## src/rtl/core/sorted_table_key_search_defines.svh

```systemverilog
// assertion macros for the sorted table key search core
`ifndef SORTED_TABLE_KEY_SEARCH_DEFINES_SVH
`define SORTED_TABLE_KEY_SEARCH_DEFINES_SVH

// same-cycle implication
`define STKS_ASSERT_IMP(name, clk, rstn, pre, post) \
    name: assert property (@(posedge clk) disable iff (!rstn) (pre) |-> (post)) \
        else $error("sorted_table_key_search: assertion failed");

// next-cycle implication
`define STKS_ASSERT_NXT(name, clk, rstn, pre, post) \
    name: assert property (@(posedge clk) disable iff (!rstn) (pre) |=> (post)) \
        else $error("sorted_table_key_search: assertion failed");

`endif

```

## src/rtl/core/stks_pkg.sv

```systemverilog
// shared types, constants and command/status structs for the key search core
package stks_pkg;

    localparam int TABLE_DEPTH = 1024;
    localparam int ADDR_W      = $clog2(TABLE_DEPTH);
    localparam int CNT_W       = $clog2(TABLE_DEPTH + 1);
    localparam int CFG_W       = 11;
    localparam int CFG_IDX_W   = 1;
    localparam int POS_W       = ((CFG_W > CNT_W) ? CFG_W : CNT_W) + 2;

    localparam int MODE_W      = 2;
    localparam int SLOT_W      = 10;
    localparam int KEY_W       = 32;
    localparam int POSITION_W  = 10;

    localparam int S_TDATA_W   = ((SLOT_W + KEY_W + 7) / 8) * 8;
    localparam int M_TDATA_W   = ((POSITION_W + 7) / 8) * 8;

    typedef enum logic [MODE_W-1:0] {
        MODE_LOAD   = 2'd0,
        MODE_BINARY = 2'd1,
        MODE_JUMP   = 2'd2,
        MODE_LINEAR = 2'd3
    } mode_t;

    localparam logic [CFG_IDX_W-1:0] CFG_ENTRY_COUNT = 1'b0;
    localparam logic [CFG_IDX_W-1:0] CFG_JUMP_STEP   = 1'b1;

    typedef enum logic [2:0] {
        ST_IDLE,
        ST_BIN_ISSUE,
        ST_BIN_CMP,
        ST_JUMP_ISSUE,
        ST_JUMP_CMP,
        ST_SCAN_START,
        ST_SCAN,
        ST_DONE
    } state_t;

    typedef logic signed [POS_W-1:0] pos_t;

    typedef struct packed {
        logic load_wr;
        logic take_key;
        logic range_init;
        logic jump_init;
        logic bin_issue;
        logic bin_update;
        logic jump_probe;
        logic jump_advance;
        logic jump_window;
        logic scan_start;
        logic scan_step;
        logic set_found_mid;
        logic set_found_chk;
        logic set_miss;
        logic commit;
    } cmd_t;

    typedef struct packed {
        logic bin_empty;
        logic jump_in;
        logic match;
        logic less;
        logic chk_vld;
    } status_t;

endpackage

```

## src/rtl/core/stks_ctrl.sv

```systemverilog
// controller state machine for the key search core
module stks_ctrl (
    input  logic              aclk,
    input  logic              aresetn,
    input  logic              s_tvalid,
    input  stks_pkg::mode_t   s_mode,
    output logic              s_tready,
    output logic              m_tvalid,
    input  logic              m_tready,
    input  stks_pkg::status_t status,
    output stks_pkg::cmd_t    cmd
);
    import stks_pkg::*;

    state_t state_reg, state_next;
    logic   out_vld_reg, out_vld_next;

    always_ff @(posedge aclk) begin
        if (!aresetn) begin
            state_reg   <= ST_IDLE;
            out_vld_reg <= 1'b0;
        end else begin
            state_reg   <= state_next;
            out_vld_reg <= out_vld_next;
        end
    end

    always_comb begin
        cmd        = '0;
        state_next = state_reg;
        s_tready   = 1'b0;
        case (state_reg)
            ST_IDLE: begin
                s_tready = 1'b1;
                if (s_tvalid) begin
                    case (s_mode)
                        MODE_LOAD: begin
                            cmd.load_wr = 1'b1;
                        end
                        MODE_BINARY: begin
                            cmd.take_key   = 1'b1;
                            cmd.range_init = 1'b1;
                            state_next     = ST_BIN_ISSUE;
                        end
                        MODE_JUMP: begin
                            cmd.take_key  = 1'b1;
                            cmd.jump_init = 1'b1;
                            state_next    = ST_JUMP_ISSUE;
                        end
                        MODE_LINEAR: begin
                            cmd.take_key   = 1'b1;
                            cmd.range_init = 1'b1;
                            state_next     = ST_SCAN_START;
                        end
                        default: begin
                            state_next = ST_IDLE;
                        end
                    endcase
                end
            end
            ST_BIN_ISSUE: begin
                if (status.bin_empty) begin
                    cmd.set_miss = 1'b1;
                    state_next   = ST_DONE;
                end else begin
                    cmd.bin_issue = 1'b1;
                    state_next    = ST_BIN_CMP;
                end
            end
            ST_BIN_CMP: begin
                if (status.match) begin
                    cmd.set_found_mid = 1'b1;
                    state_next        = ST_DONE;
                end else begin
                    cmd.bin_update = 1'b1;
                    state_next     = ST_BIN_ISSUE;
                end
            end
            ST_JUMP_ISSUE: begin
                if (status.jump_in) begin
                    cmd.jump_probe = 1'b1;
                    state_next     = ST_JUMP_CMP;
                end else begin
                    cmd.jump_window = 1'b1;
                    state_next      = ST_SCAN_START;
                end
            end
            ST_JUMP_CMP: begin
                if (status.less) begin
                    cmd.jump_advance = 1'b1;
                    state_next       = ST_JUMP_ISSUE;
                end else begin
                    cmd.jump_window = 1'b1;
                    state_next      = ST_SCAN_START;
                end
            end
            ST_SCAN_START: begin
                cmd.scan_start = 1'b1;
                state_next     = ST_SCAN;
            end
            ST_SCAN: begin
                if (status.chk_vld && status.match) begin
                    cmd.set_found_chk = 1'b1;
                    state_next        = ST_DONE;
                end else if (!status.chk_vld) begin
                    cmd.set_miss = 1'b1;
                    state_next   = ST_DONE;
                end else begin
                    cmd.scan_step = 1'b1;
                end
            end
            ST_DONE: begin
                if (!out_vld_reg || m_tready) begin
                    cmd.commit = 1'b1;
                    state_next = ST_IDLE;
                end
            end
            default: begin
                state_next = ST_IDLE;
            end
        endcase

        if (cmd.commit) begin
            out_vld_next = 1'b1;
        end else if (out_vld_reg && m_tready) begin
            out_vld_next = 1'b0;
        end else begin
            out_vld_next = out_vld_reg;
        end
    end

    assign m_tvalid = out_vld_reg;

endmodule

```

## config.mk

```make
export PLATFORM = sky130hd
export DESIGN_NAME = stks_ctrl
export DESIGN_NICKNAME = d
export VERILOG_FILES = /design/src/rtl/core/sorted_table_key_search_defines.svh /design/src/rtl/core/stks_pkg.sv /design/src/rtl/core/stks_ctrl.sv
export SDC_FILE = /design/constraint.sdc
export NUM_CORES = 1
export LEC_CHECK = 0
export BUFFER_PORTS_ARGS = -buffer_cell sky130_fd_sc_hd__buf_2
export CAP_MARGIN = 20
export CORE_MARGIN = 8
export CORE_UTILIZATION = 23
export DETAILED_ROUTE_END_ITERATION = 7
export GPL_ROUTABILITY_DRIVEN = 0
export SETUP_SLACK_MARGIN = 0.15
export SLEW_MARGIN = 20
export SYNTH_ARGS = -nofsm -noshare
export SYNTH_HDL_FRONTEND = slang
export SYNTH_SLANG_ARGS = --single-unit
```

## constraint.sdc

```tcl
create_clock -name aclk -period 1.2 [get_ports aclk]
set_input_delay 0.3 -clock aclk [delete_from_list [all_inputs] [get_ports aclk]]
set_output_delay 0.3 -clock aclk [all_outputs]
set_load 0.005 [all_outputs]
```

# Word-level counts from Yosys, hierarchy flattened
# Index checks and enable logic that the tools add are counted.
dict set report classes {
  mul 0
  addsub 0
  bitwise 0
  n_reduce_logical 10
  n_eq_ne 14
  shifts 0
  div 0
  n_lt_le_gt_ge 0
  muxes 44
}
# cell count
set op_table {}
lappend op_table {{2-to-1 mux 1 bit} 31}
lappend op_table {{one-hot mux 3 bit (8 select lines)} 1}
lappend op_table {{2-to-1 mux 3 bit} 7}
lappend op_table {{== test 3 bit, second input constant} 4}
lappend op_table {{one-hot mux 3 bit (3 select lines)} 1}
lappend op_table {{2-to-1 mux 4 bit} 2}
lappend op_table {{== test 3 x 2 -> 1 bit, second input constant} 2}
lappend op_table {{== test 2 bit, second input constant} 2}
lappend op_table {{!= test 2 bit, second input constant} 2}
lappend op_table {{!= test 4 x 1 -> 1 bit, second input constant} 1}
lappend op_table {{one-hot mux 1 bit (2 select lines)} 2}
lappend op_table {{AND reduction 4 bit} 1}
lappend op_table {{== test 3 x 1 -> 1 bit, second input constant} 1}
lappend op_table {{logical NOT 3 bit} 1}
lappend op_table {{!= test 3 bit, second input constant} 1}
lappend op_table {{OR reduction 3 bit} 1}
lappend op_table {{== test 2 x 1 -> 1 bit, second input constant} 1}
lappend op_table {{logical AND 1 bit} 2}
lappend op_table {{logical NOT 2 bit} 1}
lappend op_table {{nonzero test 2 bit} 1}
lappend op_table {{OR reduction 2 bit} 1}
lappend op_table {{logical NOT 1 bit} 1}
lappend op_table {{logical OR 1 bit} 1}
dict set report word_totals {
  memories 0
  output_inout_bits 17
  mem_bits_ro 0
  word_cells 70
  in_bits 11
  latchBits 0
  ff_bits 4
  ram_bits 0
}

# Depth between registers and ports, before layout
# Gate-level depths: netlist of run 1.
dict set report depth {
  depth_word 5
  mapped_depth 6
  depth_no_buf 6
}

# Least setup slack after synthesis of run 1
# Ideal clock, no wire load.
dict set report synth_path {
  path_type {register to output}
  start {register state_reg[2]}
  end {output port cmd[6] (netlist name)}
  t_arrival_ns 0.980
  required_ns 0.900
  path_buffers 0
  stages_incl_launch_ff 4
  slack_ns -0.080
  cell_sequence {dfxtp_1 inv_2 or4_1 o31ai_1}
}
# element line
set synth_rtl {}
lappend synth_rtl {{start, declared} stks_ctrl.sv:15} ;# state_t state_reg, state_next;
lappend synth_rtl {{start signal, assigned} stks_ctrl.sv:23} ;# state_reg <= state_next;
lappend synth_rtl {{end, declared} stks_ctrl.sv:11} ;# output stks_pkg::cmd_t cmd

==> run metrics, run 1 <==
outcome complete, but fails checks; failing checks setup timing; Pleak 0.498 nW; Final Critical Period 1.61 ns; R2R Setup Slk -0.19 ns; DR iter-0 viols 9; CTS H-tree lvls 1; Hold Buf Count CTS 0; CTS tree yes; Max Cap Viol 0; maximum fanout along the worst path 5; Layout Skew 0.00611 ns; area grow syn2layout 105%; routed length on met1 845 µm; Synth Area in XOR/XNOR 0%; RSZ-0062 raised after global routing yes; max layer used met4; final antenna-violating net count 0; total track usage 8.91%; final routed DRC violation total 0; CP Data Required Time 0.90 ns; Synth Net Count 90; Worst Tran Pin Value 0.225 ns; pre-CTS setup slack -0.203 ns; post-DR vias/cell 4.76; Placed Instance Area 759 µm²; drt total wl 2010 µm; Final Util 50.8%; logic gate share of total power 78.8%; Max Buffers Root-to-Sink 2; PD cells 2120 nW/µm²; Hold WC Path Type in -> reg; Final setup viols 19; clock power share 8.6%; met2 wire length 994 µm; Met3 Wirelength 68 µm; num ports 28; fin area 1010 µm²; Simple-Gate Fraction of Synth Area 39.0%; Achievable Freq 622 MHz; clock latency at the later pin of the worst-skew pair 0.23 ns; Synth Instances 73; vias in the first global route 744; P_int 1.23 mW; Reg clk slew, reported paths 0.04 ns; initial antenna violation count 0; full die area 3870 µm²; largest family of logic cells by synthesized area simple AND/OR/NAND/NOR gates; Switching Share 42.0%; Synth Cell Area 490 µm²; GR Overflow Total 0; warnings from Yosys 0; Final period util 134%; clk sinks 4; largest net degree at the start of global routing 9; Diodes inserted 0; Via Count 699; final worst slack -0.408 ns; Core Rows 16; TritonCTS Buffers 3; sequential share of the synthesized area 16.3%; CP Capture Type output pin; worst setup path class reg -> out; HPWL Detailed 1270 µm; Yosys reg bits 4; worst reg2reg path startpoint state_reg[2]; Fill cells 186; Critical Path AT 1.31 ns; Avg Inst Size Synth 6.72 µm²; CP Launch Type register; Worst VDD drop 0.988 mV; clock root buffer clkbuf_4; Hold Vio Cnt, Final 0; Die Ht 62.2 µm; Core Area 1980 µm²; first-pass GRT wire length 3010 µm; mux contribution to synthesized area 2.04%; Synth Area in Compound Gates 17.9%; Final Max Tran Viols 0; IO buf count 27; Worst Min Path Start aresetn; nets@finish 138; CP startpoint state_reg[1]; Avg WL per Cell 13.7 µm; Finished Layout Cells 147; sequential power share 12.6%; commonest non-fill, non-tap cell in the layout buf_2; max reg flops 3; Max-slew headroom 84.9%; placed cells 133; TritonRoute pass-1 iters 3; most frequent cells in the layout buf_2, buf_4, buf_6; Initial Utilization 24.7%; Die X 62.2 µm; Distinct cells, synth 25; share of cells above drive strength 1 65.8%; Synth Area in Adders 15.3%; switching pwr 0.895 mW
-- power groups by stage --
stage / combinational, mW / sequential (mW) / clock [mW]
final: 1.68 / 0.268 / 0.184
after global routing: 1.81 / 0.279 / 0.201
after CTS: 1.31 / 0.264 / 0.189
after detailed placement: 0.934 / 0.256 / 0
after global placement: 0.939 / 0.255 / 0
after floorplan: 0.571 / 0.263 / 0
-- per-stage QoR --
stage	total power, mW	hold WS (ns)	TNS [ns]
after floorplan	0.834	0.414	-0.0161
after global placement	1.19	0.509	-0.901
after detailed placement	1.19	0.531	-0.971
after CTS	1.76	0.338	-4.41
after global routing	2.29	0.358	-6.25
final	2.13	0.347	-4.97
-- final cells by class --
type / count / area [µm²] / share of cell area [%]
inverters: 5 / 23.8 / 2.36
clock buffers: 4 / 26.3 / 2.61
well taps: 27 / 33.8 / 3.36
repair buffers: 47 / 335 / 33.3
flip-flops and latches: 4 / 86.3 / 8.58
multi-input cells: 60 / 500 / 49.8
-- synth_stat cells, drive strengths merged --
master	number	area, µm²
a211oi	1	7.51
nand3	2	10.0
nand4b	1	8.76
buf	4	27.5
mux2i	1	10.0
a31oi	1	6.26
nand2b	2	12.5
and3	3	18.8
a21oi	2	10.0
nor3b	3	22.5
inv	5	18.8
ha	6	75.1
a221oi	1	8.76
nand2	11	41.3
o21ai	8	40.0
or4	1	7.51
nor2b	2	12.5
and2	2	12.5
nor2	8	30.0
a21boi	1	7.51
nor3	3	15.0
dfxtp	4	80.1
o31ai	1	7.51
-- routing by layer --
| metal | vias to the layer above | global-route usage [%] |
|---|---|---|
| met1 | 328 | 9.59 |
| met2 | 20 | 16.3 |
| met4 | 0 | 3.79 |
| met5 | - | 0 |
| met3 | 8 | 1.79 |
| li1 | 343 | - |
-- cells by family after synthesis --
kind of cell,count (synthesis)
muxes,1
DFF,4
buffers and inverters,9
and+or+nand+nor,38
AOI/OAI and AO/OA,15
adders and majority gates,6
-- timing repair --
| item | CTS | global route |
|---|---|---|
| resized for setup | 21 | 16 |
| pin swaps | 11 | 9 |
| buffers inserted | 7 | 3 |
| endpoints found under the setup margin | 19 | 19 |
-- final timing paths --
kind,to,cells past startpoint
worst max-delay path,cmd[6],3
worst min-delay path,state_reg[0],3
worst max register to register,state_reg[2],7
worst min register to register,m_tvalid,2
-- worst max-delay path, cell delays in order (launching register included) --
cell     delay [ns]
dfxtp_2        0.35
or4_4          0.52
o31ai_2        0.07
buf_2          0.15
No activity file was read; power rests on OpenSTA's default activity.
==> inputs of run 2 (changes only) <==
--- a/config.mk
+++ b/config.mk
@@ -5,7 +5,7 @@
 export SDC_FILE = /design/constraint.sdc
 export NUM_CORES = 1
 export LEC_CHECK = 0
-export BUFFER_PORTS_ARGS = -buffer_cell sky130_fd_sc_hd__buf_2
+export BUFFER_PORTS_ARGS = -buffer_cell sky130_fd_sc_hd__clkbuf_2
 export CAP_MARGIN = 20
 export CORE_MARGIN = 8
 export CORE_UTILIZATION = 23
==> run 2 against run 1 <==
Against the previous run: the run still ends with setup timing left; via count increased by 3.0%; clock power grew 7%; sequential share of layout area is 0.076 points higher.
==> run metrics, run 2 (same netlist as run 1, synthesis figures left out) <==
TritonRoute pass-1 iters 4 (+1); Hold Vio Cnt, Final 0 (unchanged); most frequent cells in the layout clkbuf_2, buf_4, nand2_1, buf_6, buf_2; DR iter-0 viols 16 (+7); Initial Utilization 24.7% (unchanged); Core Rows 16 (unchanged); post-DR vias/cell 4.86 (+2.3%); final worst slack -0.440 ns (-0.0321 ns); HPWL Detailed 1320 µm (+4.3%); Final Max Tran Viols 0 (unchanged); largest net degree at the start of global routing 7 (-2); Core Area 1980 µm² (unchanged); maximum fanout along the worst path 5 (unchanged); nets@finish 139 (+0.72%); total track usage 10.4% (+1.5 points); clock root buffer clkbuf_4; commonest non-fill, non-tap cell in the layout clkbuf_2; Die X 62.2 µm (unchanged); drt total wl 2180 µm (+8.7%); TritonCTS Buffers 3 (unchanged); CTS tree yes; Final Util 51.8% (+1.0 points); Worst Tran Pin Value 0.326 ns (+0.101 ns); Max-slew headroom 78.0% (-6.9 points); share of cells above drive strength 1 66.1% (+0.28 points); Die Ht 62.2 µm (unchanged); Via Count 720 (+3.0%); clk sinks 4 (unchanged); Final period util 137% (+2.7 points); Hold WC Path Type in -> reg; Pleak 0.518 nW (+4.0%); Max Buffers Root-to-Sink 2 (unchanged); WP buf/inv 1 (unchanged); total power 2.26 mW (+6.2%); Fin Hold WS 0.364 ns (+0.0180 ns); Achievable Freq 610 MHz (-2.0%); initial antenna violation count 0 (unchanged); Worst VDD drop 1.05 mV (+6.3%); PD cells 2200 nW/µm² (+4.1%); CP Launch Type register; failing checks setup timing; final antenna-violating net count 0 (unchanged); final routed DRC violation total 0 (unchanged); num ports 28 (unchanged); Hold Buf Count CTS 0 (unchanged); Layout Skew 0.00241 ns (-0.00370 ns); CTS H-tree lvls 1 (unchanged); Final Critical Period 1.64 ns (+0.0321 ns); RSZ-0062 raised after global routing yes; CP Capture Type output pin; crit-path cells or4_4 -> o31ai_2 -> buf_2; full die area 3870 µm² (unchanged); first-pass GRT wire length 3260 µm (+8.5%); outcome complete, but fails checks; worst setup path class reg -> out; CP Data Required Time 0.90 ns (about the same); Avg WL per Cell 14.7 µm (+7.9%); clock latency at the later pin of the worst-skew pair 0.24 ns (about the same); Slowest-stage cell, CP or4_4; area grow syn2layout 109%; Max Cap Viol 0 (unchanged); GR Overflow Total 0 (unchanged); vias in the first global route 705 (-5.2%); Top Family by Delay on Critical Path simple AND/OR/NAND/NOR gates; crit-path max cell delay 0.53 ns (about the same); Diodes inserted 0 (unchanged); Final setup viols 19 (unchanged); Critical Path AT 1.34 ns (+0.03 ns); Reg clk slew, reported paths 0.05 ns (about the same); Fill cells 189 (+1.6%); IO buf count 27 (unchanged); max reg flops 3 (unchanged)
-- run 2: cell count changes in the layout (fill, tap and decap cells not counted), sizes merged --
cell / change
clkbuf: +20
buf: -19
-- run 2: area by class of cell --
type	count	area [µm²]	area share [%]
Multi-Input combinational cell	60	500	48.8
Timing Repair Buffer	48	350	34.1
Sequential cell	4	88.8	8.66
Tap cell	27	33.8	3.29
Clock buffer	4	26.3	2.56
Inverter	5	26.3	2.56
-- run 2: final timing paths --
kind	from	endpoint	slack [ns]	cells after the start
max	state_reg[0]	cmd[6]	-0.44	3
min	aresetn	state_reg[2]	0.36	3
max reg2reg	state_reg[2]	state_reg[2]	-0.26	8
min reg2reg	m_tvalid	m_tvalid	0.55	2
-- run 2: tightest hold or removal path, stage by stage --
cell      delay [ns]
clkbuf_2        0.13
nand2_1         0.07
o21ai_1         0.06
-- run 2: per-layer routing --
layer | share of wire [%] | wire, µm | GRT usage, %
met1 | 37 | 799 | 10.8
met2 | 52 | 1140 | 16.9
met3 | 7.8 | 170 | 3.23
met4 | 3.4 | 74 | 8.45
met5 | 0 | 0 | 0
-- run 2: repair_timing --
action,4_1_cts,5_1_grt
endpoints found under the hold margin,0,0
gates resized for setup,28,18
gates cloned,1,0
pin swaps,10,6
endpoints found under the setup margin,19,19
buffers inserted,7,2
-- run 2: metrics by stage --
stage | instances | instance area (µm²) | setup slack [ns] | TNS (ns)
floorplan | 73 | 551 | -0.0161 | -0.0161
global placement | 134 | 767 | -0.181 | -0.964
detailed placement | 134 | 767 | -0.208 | -1.06
CTS | 146 | 973 | -0.426 | -5.07
global route | 148 | 1030 | -0.474 | -6.75
finish | 148 | 1030 | -0.440 | -5.51
-- run 2: where the power goes --
| part | switching [mW] | total (mW) | internal, mW | leakage, nW |
|---|---|---|---|---|
| registers | 0.0876 | 0.294 | 0.207 | 0.0345 |
| logic | 0.796 | 1.77 | 0.975 | 0.468 |
| clock network | 0.0701 | 0.196 | 0.126 | 0.0150 |
| total | 0.953 | 2.26 | 1.31 | 0.518 |
==> inputs of run 3 (changes only) <==
--- a/config.mk
+++ b/config.mk
@@ -9,6 +9,8 @@
 export CAP_MARGIN = 20
 export CORE_MARGIN = 8
 export CORE_UTILIZATION = 23
+export CTS_BUF_LIST = sky130_fd_sc_hd__clkbuf_4
+export CTS_CLUSTER_DIAMETER = 30
 export DETAILED_ROUTE_END_ITERATION = 7
 export GPL_ROUTABILITY_DRIVEN = 0
 export SETUP_SLACK_MARGIN = 0.15
==> run 3 against run 2 <==
Against the previous run: the flow still finishes with violations (setup timing); sequential power is essentially flat; global-route usage hardly changed; register-to-register slack about the same; non-clock buffer count increased by 1; clock-buffer cell count is the same; sequential share of layout area barely moved; hold slack worse by 0.012 ns; maximum frequency rose by 0.46%; critical endpoint unchanged; highest routed layer unchanged.
==> run metrics, run 3 (same netlist as run 1, synthesis figures left out) <==
outcome complete, but fails checks; failing checks setup timing; post-DR vias/cell 4.81 (-1.1%); final antenna-violating net count 0 (unchanged); number of stages on the worst setup path 3 (unchanged); initial antenna violation count 0 (unchanged); Die X 62.2 µm (unchanged); Max Cap Viol 0 (unchanged); drt total wl 2150 µm (-1.4%); first-pass GRT wire length 3280 µm (+0.43%); Critical Path AT 1.33 ns (about the same); Core Rows 16 (unchanged); Reg2Reg Depth 8 (unchanged); Worst VDD drop 1.05 mV (-0.23%); TritonRoute pass-1 iters 4 (unchanged); R2R Path End state_reg[2]; R2R Setup Slk -0.25 ns (about the same); most frequent cells in the layout clkbuf_2, buf_4, nand2_1, buf_6, nor2_1; total power 2.29 mW (+1.1%); CP Capture Type output pin; Hold WC Path Type in -> reg; CP startpoint state_reg[0]; nets@finish 140 (+0.72%); Worst Tran Pin Value 0.198 ns (-0.128 ns); worst reg2reg path startpoint state_reg[2]; Final Util 52.0% (+0.19 points); Via Count 717 (-0.42%); DR iter-0 viols 15 (-1); final routed DRC violation total 0 (unchanged); Die Ht 62.2 µm (unchanged); total track usage 10.5% (+0.037 points); CTS H-tree lvls 1 (unchanged); commonest non-fill, non-tap cell in the layout clkbuf_2; Final setup viols 19 (unchanged); fin area 1030 µm² (+0.37%); HPWL Detailed 1320 µm (unchanged); Avg WL per Cell 14.4 µm (-2.0%); Initial Utilization 24.7% (unchanged); worst setup path class reg -> out; RSZ-0062 raised after global routing yes; vias in the first global route 709 (+0.57%); CTS tree yes; full die area 3870 µm² (unchanged); largest net degree at the start of global routing 7 (unchanged); Placed Instance Area 767 µm² (unchanged); final worst slack -0.433 ns (+0.00749 ns); Achievable Freq 612 MHz (+0.46%); Final Critical Period 1.63 ns (-0.00749 ns); Core Area 1980 µm² (unchanged); Max Buffers Root-to-Sink 2 (unchanged); num ports 28 (unchanged); clk sinks 4 (unchanged); Pleak 0.526 nW (+1.5%); Final period util 136% (-0.62 points); Final Max Tran Viols 0 (unchanged); Fin Hold WS 0.352 ns (-0.0124 ns); area grow syn2layout 110%; crit-path cells or4_4 -> o31ai_2 -> buf_2; PD cells 2220 nW/µm² (+0.72%); TritonCTS Buffers 3 (unchanged); IO buf count 27 (unchanged); clock root buffer clkbuf_4; Slowest-stage cell, CP or4_4; clock latency at the later pin of the worst-skew pair 0.24 ns (about the same); Setup crit end cmd[6]; GR Overflow Total 0 (unchanged); Max-slew headroom 86.4% (+8.4 points); CP Launch Type register; CP Data Required Time 0.90 ns (about the same); maximum fanout along the worst path 5 (unchanged); crit-path max cell delay 0.53 ns (about the same); Top Family by Delay on Critical Path simple AND/OR/NAND/NOR gates; Diodes inserted 0 (unchanged); Hold Vio Cnt, Final 0 (unchanged); Total Neg Setup Slack -5.48 ns (+0.0285 ns); Layout Skew 0.00652 ns (+0.00411 ns); share of cells above drive strength 1 65.6% (-0.54 points); max reg flops 3 (unchanged); WP buf/inv 1 (unchanged); Reg clk slew, reported paths 0.05 ns (about the same)
[run 3: cell count changes in the layout (fill, tap and decap cells not counted)]
cell,delta
a21boi_1,+1
nor2_1,+2
buf_4,+1
a21boi_0,-1
inv_4,-1
nor2_2,-2
clkbuf_2,+2
inv_2,+1
buf_2,-2
clkbuf_1,-1
clkbuf_4,+1
[run 3: worst min-delay path by stage]
stage	to	slack [ns]	depth (start not counted)	from
3_3_place_gp	m_tvalid	0.51	2	m_tvalid
2_1_floorplan	state_reg[0]	0.41	2	aresetn
5_1_grt	m_tvalid	0.36	2	aresetn
6_report	state_reg[2]	0.35	3	aresetn
3_5_place_dp	m_tvalid	0.52	2	m_tvalid
4_1_cts	state_reg[2]	0.35	3	aresetn
[run 3: power by group]
group	switching, mW	internal (mW)	total [mW]
combinational	0.789	0.989	1.78
sequential	0.0846	0.207	0.291
clock	0.0684	0.148	0.217
[run 3: tightest hold or removal path, cell delays in order]
cell and delay (ns):
clkbuf_2 0.13, nand2_1 0.07, o21ai_1 0.06
[run 3: stage by stage]
| stage | instances | worst slack, ns |
|---|---|---|
| floorplan | 73 | -0.0161 |
| global placement | 134 | -0.181 |
| detailed placement | 134 | -0.208 |
| CTS | 146 | -0.426 |
| global route | 149 | -0.474 |
| finish | 149 | -0.433 |
[run 3: metal layers]
| layer | track usage (%) | wire, µm |
|---|---|---|
| met5 | 0 | 0 |
| met3 | 3.23 | 143 |
| met2 | 17.1 | 1150 |
| met1 | 10.8 | 793 |
| met4 | 8.45 | 61 |
[run 3: area by class of cell]
cell class / instances / area, µm²
multi-input cells: 60 / 495
flip-flops and latches: 4 / 88.8
inverters: 5 / 23.8
clock buffers: 4 / 30.0
repair buffers: 49 / 358
well taps: 27 / 33.8
fillers: 188 / 952
[run 3: timing repair]
item	CTS	global route
setup endpoints to repair	19	20
cloned	1	0
setup buffers	7	3
hold buffers	0	0
pin swaps	10	6
gates resized for setup	28	14
